## src/sv/eab_pkg.sv

```systemverilog
// Shared types, codes and table lookup for the expansion board autoconfig block.
`default_nettype none

package eab_pkg;

    // Widths of the transfer fields.
    localparam int OP_W     = 2;
    localparam int OFF_W    = 7;
    localparam int BYTE_W   = 8;
    localparam int NIB_W    = 4;
    localparam int STAT_W   = 2;
    localparam int MODE_W   = 2;
    localparam int CFG_IDX_W = 3;
    localparam int CFG_DAT_W = 32;
    localparam int TIDX_W   = 4;

    // Operation codes.
    localparam logic [OP_W-1:0] OP_READ  = 2'd0;
    localparam logic [OP_W-1:0] OP_WRITE = 2'd1;
    localparam logic [OP_W-1:0] OP_RESET = 2'd2;

    // Status codes.
    localparam logic [STAT_W-1:0] ST_OK       = 2'd0;
    localparam logic [STAT_W-1:0] ST_IGNORED  = 2'd1;
    localparam logic [STAT_W-1:0] ST_NO_LOW   = 2'd2;
    localparam logic [STAT_W-1:0] ST_LOW_RPT  = 2'd3;

    // Board modes.
    localparam logic [MODE_W-1:0] MODE_CONFIG = 2'd0;
    localparam logic [MODE_W-1:0] MODE_SHUTUP = 2'd1;
    localparam logic [MODE_W-1:0] MODE_ACTIVE = 2'd2;

    // Configuration register indexes.
    localparam logic [CFG_IDX_W-1:0] REG_TYPE_FLAGS = 3'd0;
    localparam logic [CFG_IDX_W-1:0] REG_SIZE_CODE  = 3'd1;
    localparam logic [CFG_IDX_W-1:0] REG_PRODUCT    = 3'd2;
    localparam logic [CFG_IDX_W-1:0] REG_MANUF      = 3'd3;
    localparam logic [CFG_IDX_W-1:0] REG_SERIAL     = 3'd4;
    localparam logic [CFG_IDX_W-1:0] REG_ROM_VEC    = 3'd5;

    // Autoconfig space offsets.
    localparam logic [OFF_W-1:0] OFF_TABLE_END = 7'h30;
    localparam logic [OFF_W-1:0] OFF_ROM_END   = 7'h40;
    localparam logic [OFF_W-1:0] OFF_ZERO_A    = 7'h40;
    localparam logic [OFF_W-1:0] OFF_ZERO_B    = 7'h42;
    localparam logic [OFF_W-1:0] OFF_BASE_HI   = 7'h48;
    localparam logic [OFF_W-1:0] OFF_BASE_LO   = 7'h4A;
    localparam logic [OFF_W-1:0] OFF_SHUTUP    = 7'h4C;

    localparam logic [BYTE_W-1:0] ZORRO2_TYPE = 8'hC0;
    localparam logic [BYTE_W-1:0] BYTE_ONES   = 8'hFF;
    localparam logic [2:0]        SIZE_RESET  = 3'd1;

    typedef struct packed {
        logic [OP_W-1:0]   operation;
        logic [OFF_W-1:0]  offset;
        logic [BYTE_W-1:0] write_data;
    } t_req;

    typedef struct packed {
        logic [BYTE_W-1:0] read_data;
        logic [STAT_W-1:0] status;
        logic [MODE_W-1:0] board_state;
        logic [BYTE_W-1:0] base_address;
    } t_rsp;

    typedef struct packed {
        logic [2:0]  type_flags;
        logic [2:0]  size_code;
        logic [7:0]  product_id;
        logic [15:0] manufacturer_id;
        logic [31:0] serial_number;
        logic [15:0] rom_vector;
    } t_cfg;

    // One byte of the configuration table, selected by index.
    function automatic logic [BYTE_W-1:0] table_byte(input t_cfg cfg,
                                                     input logic [TIDX_W-1:0] idx);
        logic [BYTE_W-1:0] b;
        b = '0;
        case (idx)
            4'd0:    b = ZORRO2_TYPE | {2'b00, cfg.type_flags, cfg.size_code};
            4'd1:    b = cfg.product_id;
            4'd4:    b = cfg.manufacturer_id[15:8];
            4'd5:    b = cfg.manufacturer_id[7:0];
            4'd6:    b = cfg.serial_number[31:24];
            4'd7:    b = cfg.serial_number[23:16];
            4'd8:    b = cfg.serial_number[15:8];
            4'd9:    b = cfg.serial_number[7:0];
            4'd10:   b = cfg.rom_vector[15:8];
            4'd11:   b = cfg.rom_vector[7:0];
            default: b = '0;
        endcase
        return b;
    endfunction

endpackage

`default_nettype wire

```

## src/sv/eab_cfg.sv

```systemverilog
// Configuration register file of the autoconfig block.
`default_nettype none

module eab_cfg (
    input  wire                                 i_clk,
    input  wire                                 i_rst_n,
    input  wire                                 i_wr_en,
    input  wire [eab_pkg::CFG_IDX_W-1:0]        i_index,
    input  wire [eab_pkg::CFG_DAT_W-1:0]        i_data,
    output eab_pkg::t_cfg                       o_cfg
);

    eab_pkg::t_cfg r_cfg;

    always_ff @(posedge i_clk) begin
        if (!i_rst_n) begin
            r_cfg.type_flags      <= '0;
            r_cfg.size_code       <= eab_pkg::SIZE_RESET;
            r_cfg.product_id      <= '0;
            r_cfg.manufacturer_id <= '0;
            r_cfg.serial_number   <= '0;
            r_cfg.rom_vector      <= '0;
        end else if (i_wr_en) begin
            unique case (i_index)
                eab_pkg::REG_TYPE_FLAGS: r_cfg.type_flags      <= i_data[2:0];
                eab_pkg::REG_SIZE_CODE:  r_cfg.size_code       <= i_data[2:0];
                eab_pkg::REG_PRODUCT:    r_cfg.product_id      <= i_data[7:0];
                eab_pkg::REG_MANUF:      r_cfg.manufacturer_id <= i_data[15:0];
                eab_pkg::REG_SERIAL:     r_cfg.serial_number   <= i_data[31:0];
                eab_pkg::REG_ROM_VEC:    r_cfg.rom_vector      <= i_data[15:0];
                default: ;
            endcase
        end
    end

    assign o_cfg = r_cfg;

endmodule

`default_nettype wire

```

## src/sv/eab_access.sv

```systemverilog
// Access decoder and board state for the autoconfig block.
`default_nettype none

module eab_access (
    input  wire                    i_clk,
    input  wire                    i_rst_n,
    input  wire                    i_fire,
    input  wire eab_pkg::t_req     i_req,
    input  wire eab_pkg::t_cfg     i_cfg,
    output eab_pkg::t_rsp          o_rsp
);

    logic [eab_pkg::MODE_W-1:0] r_mode, n_mode;
    logic [eab_pkg::BYTE_W-1:0] r_base, n_base;
    logic [eab_pkg::NIB_W-1:0]  r_hold, n_hold;
    logic                       r_low_seen, n_low_seen;

    logic [eab_pkg::BYTE_W-1:0] tbyte;
    logic [eab_pkg::NIB_W-1:0]  nib;
    logic [eab_pkg::BYTE_W-1:0] nib_byte;
    logic                       even;

    assign tbyte    = eab_pkg::table_byte(i_cfg, i_req.offset[5:2]);
    assign nib      = i_req.offset[1] ? tbyte[3:0] : tbyte[7:4];
    assign nib_byte = {nib, {eab_pkg::NIB_W{1'b0}}};
    assign even     = !i_req.offset[0];

    always_comb begin
        n_mode     = r_mode;
        n_base     = r_base;
        n_hold     = r_hold;
        n_low_seen = r_low_seen;
        o_rsp.read_data = eab_pkg::BYTE_ONES;
        o_rsp.status    = eab_pkg::ST_OK;
        unique case (i_req.operation)
            eab_pkg::OP_READ: begin
                if (even && i_req.offset < eab_pkg::OFF_TABLE_END) begin
                    if (r_mode == eab_pkg::MODE_CONFIG) begin
                        // The first nibble pair reads true, the rest inverted.
                        o_rsp.read_data = (i_req.offset[6:2] == '0) ? nib_byte : ~nib_byte;
                    end
                end else if (even && i_req.offset < eab_pkg::OFF_ROM_END) begin
                    o_rsp.read_data = eab_pkg::BYTE_ONES;
                end else if (i_req.offset == eab_pkg::OFF_ZERO_A ||
                             i_req.offset == eab_pkg::OFF_ZERO_B) begin
                    o_rsp.read_data = '0;
                end else begin
                    o_rsp.status = eab_pkg::ST_IGNORED;
                end
            end
            eab_pkg::OP_WRITE: begin
                if (r_mode != eab_pkg::MODE_CONFIG) begin
                    o_rsp.status = eab_pkg::ST_IGNORED;
                end else begin
                    unique case (i_req.offset)
                        eab_pkg::OFF_BASE_HI: begin
                            o_rsp.status = r_low_seen ? eab_pkg::ST_OK : eab_pkg::ST_NO_LOW;
                            n_base       = {i_req.write_data[7:4], r_hold};
                            n_mode       = eab_pkg::MODE_ACTIVE;
                            n_low_seen   = 1'b0;
                        end
                        eab_pkg::OFF_BASE_LO: begin
                            o_rsp.status = r_low_seen ? eab_pkg::ST_LOW_RPT : eab_pkg::ST_OK;
                            n_low_seen   = 1'b1;
                            n_hold       = i_req.write_data[7:4];
                        end
                        eab_pkg::OFF_SHUTUP: begin
                            n_mode     = eab_pkg::MODE_SHUTUP;
                            n_low_seen = 1'b0;
                        end
                        default: o_rsp.status = eab_pkg::ST_IGNORED;
                    endcase
                end
            end
            eab_pkg::OP_RESET: n_mode = eab_pkg::MODE_CONFIG;
            default:           o_rsp.status = eab_pkg::ST_IGNORED;
        endcase
        o_rsp.board_state  = n_mode;
        o_rsp.base_address = n_base;
    end

    always_ff @(posedge i_clk) begin
        if (!i_rst_n) begin
            r_mode     <= eab_pkg::MODE_CONFIG;
            r_base     <= '0;
            r_hold     <= '0;
            r_low_seen <= 1'b0;
        end else if (i_fire) begin
            r_mode     <= n_mode;
            r_base     <= n_base;
            r_hold     <= n_hold;
            r_low_seen <= n_low_seen;
        end
    end

    // A pending low nibble only exists while the board is being configured.
    a_low_seen_config: assert property (@(posedge i_clk) disable iff (!i_rst_n)
        r_low_seen |-> r_mode == eab_pkg::MODE_CONFIG)
        else $error("low nibble pending outside config mode");

    // A base write in config mode activates the board.
    a_base_activates: assert property (@(posedge i_clk) disable iff (!i_rst_n)
        (i_fire && i_req.operation == eab_pkg::OP_WRITE &&
         i_req.offset == eab_pkg::OFF_BASE_HI && r_mode == eab_pkg::MODE_CONFIG)
        |=> r_mode == eab_pkg::MODE_ACTIVE && !r_low_seen)
        else $error("base write did not activate board");

    // Without an accepted transfer the board state holds.
    a_state_holds: assert property (@(posedge i_clk) disable iff (!i_rst_n)
        !i_fire |=> $stable(r_mode) && $stable(r_base) && $stable(r_low_seen))
        else $error("board state changed without a transfer");

endmodule

`default_nettype wire

```

## src/sv/expansion_autoconfig_board.sv

```systemverilog
// Top level of the expansion board autoconfig register space.
//
//  channel   direction   handshake                       payload
//  -------   ---------   -----------------------------   ----------------------------
//  request   in          i_in_valid / o_in_ready         i_in_data   (eab_pkg::t_req)
//  result    out         o_out_valid / i_out_ready       o_out_data  (eab_pkg::t_rsp)
//  config    in          i_cfg_valid / o_cfg_ready       i_cfg_index, i_cfg_data
//
// Each request transfer produces exactly one result in the next cycle, from a
// single decode step between the request port and the result register.
// A new request is taken every cycle while the result register is empty or
// its content is being taken in the same cycle, so the rate is one per cycle.
// A stall on the result side holds the result register and blocks requests.
// Reset (synchronous, active low) empties the result register, returns the
// board to config mode and loads the configuration register defaults.
`default_nettype none

module expansion_autoconfig_board (
    input  wire                              i_clk,
    input  wire                              i_rst_n,
    input  wire                              i_in_valid,
    output logic                             o_in_ready,
    input  wire eab_pkg::t_req               i_in_data,
    output logic                             o_out_valid,
    input  wire                              i_out_ready,
    output eab_pkg::t_rsp                    o_out_data,
    input  wire                              i_cfg_valid,
    output logic                             o_cfg_ready,
    input  wire [eab_pkg::CFG_IDX_W-1:0]     i_cfg_index,
    input  wire [eab_pkg::CFG_DAT_W-1:0]     i_cfg_data
);

    eab_pkg::t_cfg cfg;
    eab_pkg::t_rsp n_out;
    eab_pkg::t_rsp r_out;
    logic          r_out_valid;
    logic          in_fire;

    // Configuration writes are always accepted.
    assign o_cfg_ready = 1'b1;

    // The result register frees up in the same cycle its content is taken.
    assign o_in_ready = !r_out_valid || i_out_ready;
    assign in_fire    = i_in_valid && o_in_ready;

    eab_cfg u_cfg (
        .i_clk   (i_clk),
        .i_rst_n (i_rst_n),
        .i_wr_en (i_cfg_valid && o_cfg_ready),
        .i_index (i_cfg_index),
        .i_data  (i_cfg_data),
        .o_cfg   (cfg)
    );

    eab_access u_access (
        .i_clk   (i_clk),
        .i_rst_n (i_rst_n),
        .i_fire  (in_fire),
        .i_req   (i_in_data),
        .i_cfg   (cfg),
        .o_rsp   (n_out)
    );

    always_ff @(posedge i_clk) begin
        if (!i_rst_n) begin
            r_out_valid <= 1'b0;
        end else if (in_fire) begin
            r_out_valid <= 1'b1;
        end else if (i_out_ready) begin
            r_out_valid <= 1'b0;
        end
    end

    // Payload needs no reset; it is loaded with every request transfer.
    always_ff @(posedge i_clk) begin
        if (in_fire) begin
            r_out <= n_out;
        end
    end

    assign o_out_valid = r_out_valid;
    assign o_out_data  = r_out;

    // A request is never taken while an untaken result sits in the register.
    a_no_overrun: assert property (@(posedge i_clk) disable iff (!i_rst_n)
        (r_out_valid && !i_out_ready) |-> !o_in_ready)
        else $error("request accepted over a stalled result");

    // A base write without a held low nibble always leaves the board active.
    a_nolow_active: assert property (@(posedge i_clk) disable iff (!i_rst_n)
        (r_out_valid && r_out.status == eab_pkg::ST_NO_LOW)
        |-> r_out.board_state == eab_pkg::MODE_ACTIVE)
        else $error("base status without active board");

    // Every request transfer yields a result in the next cycle.
    a_result_follows: assert property (@(posedge i_clk) disable iff (!i_rst_n)
        in_fire |=> r_out_valid)
        else $error("request transfer produced no result");

endmodule

`default_nettype wire
```

## config.mk

```make
export PLATFORM = sky130hd
export DESIGN_NAME = expansion_autoconfig_board
export DESIGN_NICKNAME = d
export VERILOG_FILES = /design/src/sv/eab_pkg.sv /design/src/sv/eab_cfg.sv /design/src/sv/eab_access.sv /design/src/sv/expansion_autoconfig_board.sv
export SDC_FILE = /design/constraint.sdc
export NUM_CORES = 1
export LEC_CHECK = 0
export BUFFER_PORTS_ARGS = -buffer_cell sky130_fd_sc_hd__buf_2
export CAP_MARGIN = 20
export CORE_ASPECT_RATIO = 0.8
export CORE_MARGIN = 2
export CORE_UTILIZATION = 47
export CTS_BUF_LIST = sky130_fd_sc_hd__clkbuf_16
export DETAILED_ROUTE_END_ITERATION = 10
export PLACE_DENSITY = 0.74
export SYNTH_ARGS = -nofsm -noshare
export SYNTH_HDL_FRONTEND = slang
export SYNTH_HIERARCHICAL = 1
export SYNTH_SLANG_ARGS = --single-unit
```

## constraint.sdc

```tcl
create_clock -name i_clk -period 3.1 [get_ports i_clk]
set_clock_uncertainty 0.1 [all_clocks]
set_input_delay 0.62 -clock i_clk [delete_from_list [all_inputs] [get_ports i_clk]]
set_output_delay 0.62 -clock i_clk [all_outputs]
set_load 0.005 [all_outputs]
```

==> results of run 1 <==
-- through the flow --
| step | instances | area, um2 | total power [mW] | hold WS, ps | setup slack (ps) |
|---|---|---|---|---|---|
| after detailed placement | 759 | 6010 | 1.88 | 345 | 150 |
| after floorplan | 562 | 5620 | 1.78 | 330 | 711 |
| after global routing | 791 | 6630 | 4.03 | 353 | 407 |
| final | 791 | 6630 | 3.91 | 352 | 474 |
| after global placement | 759 | 6010 | 1.87 | 338 | 229 |
| after CTS | 791 | 6630 | 3.93 | 341 | 556 |
-- cell families after synthesis --
group                      Yosys count
adders and majority gates            6
muxes                              109
buffers and inverters               53
AOI/OAI and AO/OA                   68
DFF                                114
and+or+nand+nor                    211
other                                1
-- layout make-up --
class / instances / area (um2) / share of cell area
multi-input combinational: 395 / 2760 / 0.417
sequential: 114 / 2480 / 0.375
timing repair buffer: 93 / 541 / 0.0816
inverter: 9 / 33.8 / 0.00510
clock inverter: 15 / 196 / 0.0296
clock buffer: 17 / 425 / 0.0642
tap: 148 / 185 / 0.0279
-- flip-flops by register name (all words and copies together), names as in the netlist --
register and flops:
u_access/r_base 8, o_out_data 20, u_access/r_mode 2, o_out_valid 1, u_access/r_low_seen 1, u_cfg/o_cfg 78
u_access/r_hold 4
-- layout by cell type (no fill, tap or decap), drive strengths merged, types with 9 or more instances in the layout --
master | netlist | routed
nand2 | 139 | 139
mux2i | 95 | 95
nor2b | 9 | 9
dfxtp | 94 | 94
edfxtp | 20 | 20
a21boi | 10 | 10
nand3 | 17 | 17
nor2 | 13 | 13
clkbuf | 12 | 17
buf | 32 | 93
o21ai | 9 | 9
mux2 | 12 | 12
inv | 9 | 10
-- routing by layer --
layer	wire length [um]	share of wire
met1	6180	0.46
met5	0	0
met2	6190	0.46
met4	127	0.0095
met3	898	0.067
-- worst max-delay path, cell delays in order --
cell	delay [ps]
buf_2	120
inv_1	60
ha_1	390
buf_4	250
nand3_1	90
o21ai_0	90
a2111oi_0	490
a211oi_1	150
buf_4	170
a221oi_1	280
-- how the worst min path moves through the flow --
| stage | startpoint | endpoint | slack (ps) | depth (start not counted) |
|---|---|---|---|---|
| 2_1_floorplan | u_cfg/o_cfg[77] | u_cfg/o_cfg[77] | 330 | 2 |
| 3_3_place_gp | u_access/r_base[0] | u_access/r_base[0] | 340 | 2 |
| 3_5_place_dp | u_access/r_base[0] | u_access/r_base[0] | 350 | 2 |
| 4_1_cts | i_cfg_data[31] | u_cfg/o_cfg[47] | 340 | 3 |
| 5_1_grt | i_in_valid | o_out_valid | 350 | 3 |
| 6_report | i_cfg_data[31] | u_cfg/o_cfg[47] | 350 | 3 |
-- power by group through the flow --
| stage | Clock, mW | Sequential [mW] | Combinational [mW] |
|---|---|---|---|
| global route | 2.15 | 1.56 | 0.317 |
| finish | 2.06 | 1.56 | 0.293 |
| global placement | 0 | 1.59 | 0.282 |
| CTS | 2.08 | 1.56 | 0.291 |
| floorplan | 0 | 1.58 | 0.196 |
| detailed placement | 0 | 1.59 | 0.288 |
==> out/metrics.yaml, run 1 <==
pin_count: 80
required_ps: 3210
grt_start_max_net_pins: 87
power_frac_seq: 0.399
min_path_type: "in2reg"
cts_buffer_depth: 2
syn_to_final_growth_pct: 17.8
drt_iter0_drc: 307
ff2ff_setup_slack_ps: 1090
cts_buffers: 17
antenna_found_initial: 0
layout-drive-gt1-share: 0.238
cts_tree: "done"
switching_share: 0.216
synth_adder_area_share: 0.0133
clk_pin_slew_ps: 50
intPower_mw: 3.06
initial_utilization: 0.485
num_antenna_cells: 0
gr-usage-met1: 0.287
synth_commonest_cells: "138 x nand2_1, 95 x mux2i_1, 94 x dfxtp_1, 20 x edfxtp_1, 17 x nand3_1"
hold_violations: 0
status: "completed"
reg2regPathDepth: 5
netlist_area_um2: 5620
synth_warnings: 6
end_kind: "flip-flop"
grtUsageMet3: 0.0607
synth_nets: 625
fp.dieW_um: 126
finalSetupTns_ps: 0
rows: 35
min_period_ps: 2630
grt_pass1_wl_um: 21500
crit_path_start: "i_in_data[13]"
critical_path_arrival_ps: 2730
synth_area_leaders: "dfxtp_1 33%, mux2i_1 17%, edfxtp_1 11%, nand2_1 9.2%, mux2_2 2.0%"
cts_resized: 0
numPortBuffers: 74
hpwlAfterDp_um: 9150
rsz0062_at_grt: "false"
rr_endpoint: "o_out_data[16]"
switchingPower_uw: 843
synth_top_family_by_area: "multiplexers"
slew_violations: 0
grtUsageTotal: 0.214
synth_xor_area_frac: 0
synth-edff-count: 20
synth_mux_area_frac: 0.201
totalWireLength_um: 13400
die_h_um: 102
grt_overflow: 0
peakVddDrop_mv: 0.367
clkSinkCount: 114
syn_area_per_cell_um2: 10.0
worstMarginPinSlew_ps: 791
cts_setup_buffers: 0
busiest_layer: "met2"
crit_type: "in2reg"
ys_ff_latch: 114
num-fill-cells: 980
reg2reg_from: "u_cfg/o_cfg[0]"
first_pass_iters: 6
syn_inst: 562
period_share: 0.847
critPathMaxFanout: 13
worstSetupEndpoint: "o_out_data[18]"
slew_headroom: 0.473
finalSetupViolations: 0
ys.flop_type: "dfxtp_1"
clk_latency_ps: 410
avgRoutedWirePerCell_um: 16.9
core-area_um2: 11600
cp-start-kind: "primary input"
cts_hold_buffers: 0
synth_compound_area_frac: 0.0961
yosysTopAreaCellShare: 0.335
root_buffer: "clkbuf_16"
finalNetCount: 693
yosys.area.top_type: "dfxtp_1"
use_met2: 0.339
leakagePower_nw: 2.63
clkPwrFrac: 0.526
maxCapViolCount: 0
synth_most_common_cell: "nand2_1"
gp_congestion: 0.890
p_comb_frac: 0.075
via_count: 4328
die_area_um2: 12900
powerDensity_nw_per_um2: 590
synth-simple-area-share: 0.178
viasPerCell: 5.47
max_freq_mhz: 381
async_flop_share: 0
drcViolationCount: 0
synth_cell_types: 71
synth_sequential_area_ratio: 0.441
grt_pass1_vias: 4217
antenna_left: 0
htree_num_levels: 4
fin_util: 0.571
Note: power is estimated with default switching activity, not from simulation.
==> inputs of run 2 (changes only) <==
- ABC_AREA: not set -> 1
- PLACE_DENSITY: 0.74 -> 0.76
- clock period: 3.1 -> 2.4 ns (I/O delays scaled with it)
==> run 2 against run 1 <==
Against the previous run:
- global-route usage up 3.5 points
- via count up 32%
- utilization about the same
- setup slack lost 28 ps
- synthesized cell count increased by 50%
- flip-flop and latch count unchanged
- non-clock buffer count increased by 6
- final cell count increased by 36%
- routed wire length up 19%
- largest cell class unchanged
- highest routed layer unchanged
==> out/metrics.yaml, run 2 <==
slew_violations: 0  # unchanged
via_count: 5719  # +32%
pin_count: 80  # unchanged
largest_reg_flops: 78  # unchanged
cts_buffers: 17  # unchanged
yosys.area.top_type: "dfxtp_1"
reg2regPathDepth: 9  # +4
synth_commonest_cells: "216 x nor2_1, 154 x nand2_1, 105 x nand3_1, 94 x dfxtp_1, 62 x inv_1"
crit_type: "in2reg"
mostFrequentLayoutCells: "216 x nor2_1, 154 x nand2_1, 105 x nand3_1, 94 x dfxtp_1, 74 x buf_2"
crit_path_start: "i_in_data[13]"
crit_slowest_cell: "ha_1"
slew_headroom: 0.632  # +0.159
root_buffer: "clkbuf_16"
core-area_um2: 12200  # +4.8%
fp.dieW_um: 129  # +1.8%
layout_commonest_cell: "nor2_1"
multiInputGateArea_um2: 2830  # +2.4%
async_flop_share: 0  # unchanged
min_path_type: "in2reg"
cts_tree: "done"
cts_hold_buffers: 0  # unchanged
drt_iter0_drc: 651  # +110%
status: "completed"
gp_congestion: 0.957  # +7.6%
intPower_mw: 3.88  # +27%
synth-edff-count: 20  # unchanged
worstMarginPinSlew_ps: 551  # -240 ps
syn_inst: 841  # +50%
worstSetupEndpoint: "o_out_data[18]"
die_h_um: 104  # +1.8%
rows: 36  # +2.9%
max_freq_mhz: 512
grt_pass1_wl_um: 26000  # +21%
clkPwrFrac: 0.493  # -0.033
antenna_found_initial: 0  # unchanged
clk_pin_slew_ps: 50  # about the same
leakagePower_nw: 3.15  # +20%
htree_num_levels: 4  # unchanged
end_kind: "flip-flop"
die_area_um2: 13300  # +3.6%
power_frac_seq: 0.403  # +0.004
drcViolationCount: 0  # unchanged
reg2reg_from: "u_access/r_mode[0]"
synth_cell_types: 34  # -52%
finalNetCount: 972  # +40%
hpwlAfterDp_um: 10800  # +18%
peakVddDrop_mv: 0.470  # +28%
synth_area_leaders: "dfxtp_1 32%, nor2_1 14%, edfxtp_1 10%, nand2_1 9.9%, nand3_1 9.0%"
cts_resized: 0  # unchanged
netlist_area_um2: 5830  # +3.7%
critPathMaxFanout: 12  # -1
p_comb_frac: 0.104  # +0.029
period_share: 0.814
grt_start_max_net_pins: 85  # -2.3%
viasPerCell: 5.32  # -2.7%
critPathMaxStageDelay_ps: 270  # -220 ps
synth_warnings: 6  # unchanged
maxCapViolCount: 0  # unchanged
required_ps: 2460  # -750 ps
syn_area_per_cell_um2: 6.94  # -31%
clk_latency_ps: 410  # about the same
synth_nets: 904  # +45%
power.total_mw: 5.14  # +32%
switching_share: 0.245  # +0.0291
first_pass_iters: 5  # -1
antenna_left: 0  # unchanged
finalSetupTns_ps: 0  # unchanged
hold_violations: 0  # unchanged
ff2ff_setup_slack_ps: 750  # -340 ps
syn_to_final_growth_pct: 19.0
cp-start-kind: "primary input"
initial_utilization: 0.480  # -0.00490
avgRoutedWirePerCell_um: 14.8  # -13%
rsz0062_at_grt: "false"
grtUsageTotal: 0.249  # +0.0346
regArea_um2: 2480  # unchanged
cts_buffer_depth: 2  # unchanged
numPortBuffers: 74  # unchanged
ys.flop_type: "dfxtp_1"
rr_endpoint: "u_access/r_base[0]"
ys_ff_latch: 114  # unchanged
powerDensity_nw_per_um2: 741  # +26%
critical_path_arrival_ps: 2010  # -720 ps
layout-drive-gt1-share: 0.176  # -0.0622
synth_sequential_area_ratio: 0.425  # -0.0159
switchingPower_mw: 1.26  # +49%
cp_cell_sequence: "buf_2, inv_1, ha_1, buf_4, nand2_1, nor2_1, nor2_1, nand3_1, nand4_1, nand3_1, nand2_1"
min_period_ps: 1950
cts_setup_buffers: 0  # unchanged
num-fill-cells: 1160  # +18%
totalWireLength_um: 15900  # +19%
clkSinkCount: 114  # unchanged
num_antenna_cells: 0  # unchanged
grt_overflow: 0  # unchanged
yosysTopAreaCellShare: 0.323  # -0.0121
finalSetupViolations: 0  # unchanged
grt_pass1_vias: 5204  # +23%
synth_most_common_cell: "nor2_1"
==> run 2: cell count changes after synthesis, moves of 38 or more <==
cell     delta
mux2i_1    -95
nor2_1    +205
nand4_1    +38
inv_1      +54
nand3_1    +88
==> run 2: cell families (layout without fill, tap and decap cells) <==
family | Yosys count | in the layout | synth area share
compound gates | 45 | 45 | 0.0453
fa+ha+maj | 6 | 6 | 0.0129
buf+inv | 120 | 201 | 0.0916
flops | 114 | 114 | 0.425
other cells | 1 | 1 | 0.000643
simple gates | 555 | 555 | 0.424
==> run 2: worst max-delay path: cells and delay by family <==
family	cells	cell delay, ps
fa+ha+maj	1	270
buf+inv	3	440
simple gates	7	800
==> run 2: final cells by class <==
cell class | instances | area share
Clock inverter | 14 | 0.0206
Inverter | 70 | 0.0379
Multi-Input combinational cell | 607 | 0.408
Tap cell | 152 | 0.0274
Clock buffer | 18 | 0.0649
Timing Repair Buffer | 99 | 0.0840
Sequential cell | 114 | 0.358
==> run 2: how the worst min path moves through the flow <==
stage,start,end,slack (ps),cells after the start
CTS,i_cfg_data[0],u_cfg/o_cfg[72],170,3
detailed placement,u_cfg/o_cfg[72],u_cfg/o_cfg[72],360,2
finish,i_cfg_data[0],u_cfg/o_cfg[72],190,3
global route,i_cfg_data[0],u_cfg/o_cfg[72],200,3
floorplan,u_cfg/o_cfg[72],u_cfg/o_cfg[72],340,2
global placement,u_cfg/o_cfg[72],u_cfg/o_cfg[72],360,2
==> run 2: metrics by stage <==
stage / cell area (um2) / hold WS [ps] / util / cells / worst slack (ps)
floorplan: 5840 / 342 / - / 841 / 280
global placement: 6350 / 358 / 0.522 / 1042 / 117
detailed placement: 6350 / 360 / 0.522 / 1042 / 106
CTS: 6940 / 175 / 0.571 / 1074 / 532
global route: 6940 / 203 / 0.571 / 1074 / 302
finish: 6940 / 185 / 0.571 / 1074 / 447
==> run 2: power groups by stage <==
| stage | Clock, mW | Sequential, mW | Combinational [mW] |
|---|---|---|---|
| floorplan | 0 | 2.10 | 0.349 |
| global placement | 0 | 2.11 | 0.519 |
| detailed placement | 0 | 2.11 | 0.525 |
| CTS | 2.55 | 2.07 | 0.529 |
| global route | 2.65 | 2.08 | 0.599 |
| finish | 2.53 | 2.07 | 0.536 |
==> run 2: routing by layer <==
layer	global-route usage	part of all wire	up-vias
met4	0.0893	0.021	0
met2	0.354	0.42	281
met3	0.0651	0.11	30
li1	-	-	2845
met5	0	0	-
met1	0.361	0.45	2563
==> inputs of run 3 (changes only) <==
- ABC_AREA: 1 -> 0
- clock period: 2.4 -> 1.6 ns (I/O delays scaled with it)
==> run 3 against run 2 <==
Against the previous run:
- the run now ends with negative setup slack left
- final area increased by 8.4%
- die area decreased by 3.5%
- critical path depth decreased by 2
- sequential share of layout area decreased by 2.7 points
- final cell count decreased by 21%
- utilization increased by 7.8 points
- first-iteration DRC count decreased by 50%
- power increased by 48%
- count of clock-buffer cells in the layout unchanged
- combinational power increased by 37%
- sequential power increased by 46%
- critical endpoint is now o_out_data[19]
==> out/metrics.yaml, run 3 (same netlist as run 1, synthesis figures left out) <==
via_count: 4579  # -20%
final_area_um2: 7520  # +8.4%
end_kind: "flip-flop"
maxCapViolCount: 0  # unchanged
cts_tree: "done"
rows: 35  # -2.8%
placed_area_um2: 6570  # +3.5%
regArea_um2: 2490  # +0.20%
grt_pass1_wl_um: 24100  # -7.4%
slew_violations: 0  # unchanged
pin_count: 80  # unchanged
min_path_type: "in2reg"
crit_type: "in2reg"
required_ps: 1700  # -760 ps
cts_hold_buffers: 0  # unchanged
grtUsageTotal: 0.241  # -0.00740
drcViolationCount: 0  # unchanged
avgRoutedWirePerCell_um: 17.5  # +18%
period_share: 1.18
grt_pass1_vias: 4657  # -11%
layout-drive-gt1-share: 0.370  # +0.195
failed_checks: "negative setup slack"
grt_overflow: 0  # unchanged
num_antenna_cells: 0  # unchanged
whs_path_depth: 3  # unchanged
die_h_um: 102  # -1.8%
numPortBuffers: 74  # unchanged
first_pass_iters: 5  # unchanged
num-fill-cells: 868  # -25%
hold_ws_ps: 55.4  # -130 ps
viasPerCell: 5.39  # +1.2%
leakagePower_nw: 3.02  # -4.2%
clk_pin_slew_ps: 50  # about the same
drt_iter0_drc: 327  # -50%
mostFrequentLayoutCells: "130 x nand2_1, 94 x mux2i_1, 90 x dfxtp_1, 69 x buf_2, 65 x buf_4"
hold_violations: 0  # unchanged
antenna_left: 0  # unchanged
max_freq_mhz: 531
root_buffer: "clkbuf_16"
finalNetCount: 752  # -23%
cp-start-kind: "primary input"
multiInputGateArea_um2: 3030  # +7.3%
die_area_um2: 12900  # -3.5%
peakVddDrop_mv: 0.966  # +110%
critical_path_arrival_ps: 1980  # -30 ps
cts_buffer_depth: 2  # unchanged
reg2regPathDepth: 5  # -4
htree_num_levels: 4  # unchanged
critPathMaxFanout: 9  # -3
totalWireLength_um: 14800  # -6.6%
layout_commonest_cell: "nand2_1"
min_period_ps: 1880
fin_ws_ps: -284  # -730 ps
fp.dieW_um: 126  # -1.8%
finalSetupTns_ps: -3580  # -3580 ps
syn_to_final_growth_pct: 33.7
fin_util: 0.648  # +0.0775
final_cells: 850  # -21%
clkSinkCount: 114  # unchanged
powerDensity_nw_per_um2: 1010  # +37%
grt_start_max_net_pins: 33  # -61%
gp_congestion: 0.910  # -5.0%
pre_cts_ws_ps: -847  # -952 ps
status: "complete, but fails checks"
core-area_um2: 11600  # -4.6%
largest_reg_flops: 78  # unchanged
finalSetupViolations: 28  # +28
initial_utilization: 0.485  # +0.00490
cts_buffers: 17  # unchanged
place_inst: 806  # -23%
power.total_mw: 7.62  # +48%
clk_latency_ps: 410  # about the same
antenna_found_initial: 0  # unchanged
rsz0062_at_grt: "true"
hpwlAfterDp_um: 10500  # -3.3%
run 3: cell count changes in the layout (fill, tap and decap cells not counted), moves of 11 or more:
cell,change
nand3b_1,-14
nor2_1,-206
buf_4,+42
o21ai_0,-11
nand4_1,-38
inv_1,-58
nand2_1,-24
nand3_1,-91
mux2i_1,+94
run 3: timing repair:
item,in CTS,in global routing
endpoints found under the hold margin,0,0
pin swaps,23,10
setup endpoints to repair,29,29
setup buffers,11,1
gates resized for setup,50,11
cloned,1,0
run 3: final timing paths:
check                           slack (ps)         endpoint       startpoint
worst max-delay path                  -280   o_out_data[19]    i_in_data[13]
worst min-delay path                    60  u_cfg/o_cfg[40]   i_cfg_data[24]
worst max register to register        -270   o_out_data[16]  u_cfg/o_cfg[24]
worst min register to register         360  u_cfg/o_cfg[12]  u_cfg/o_cfg[12]
run 3: critical path, stage by stage:
cell      delay [ps]
buf_12           110
inv_16            30
ha_4             190
buf_4            190
nor2b_2          160
a211o_1          290
a211oi_4         270
a211oi_4          70
a221oi_2         340
run 3: cell type report:
| cell class | instances | area share |
|---|---|---|
| Multi-Input combinational cell | 395 | 0.403 |
| Sequential cell | 114 | 0.331 |
| Timing Repair Buffer | 152 | 0.153 |
| Clock buffer | 18 | 0.0599 |
| Tap cell | 148 | 0.0246 |
| Clock inverter | 14 | 0.0213 |
| Inverter | 9 | 0.00765 |
run 3: layer usage:
layer / GRT usage / part of all wire / vias to the layer above
met5: 0 / 0 / -
met3: 0.0545 / 0.053 / 13
met1: 0.332 / 0.48 / 2210
met4: 0.0651 / 0.0093 / 0
met2: 0.388 / 0.46 / 129
li1: - / - / 2227
run 3: power by group:
part	total, mW	internal, mW	leakage, nW	switching [mW]
Combinational	0.732	0.342	1.78	0.389
Sequential	3.02	2.99	0.945	0.0354
Clock	3.87	2.52	0.295	1.34
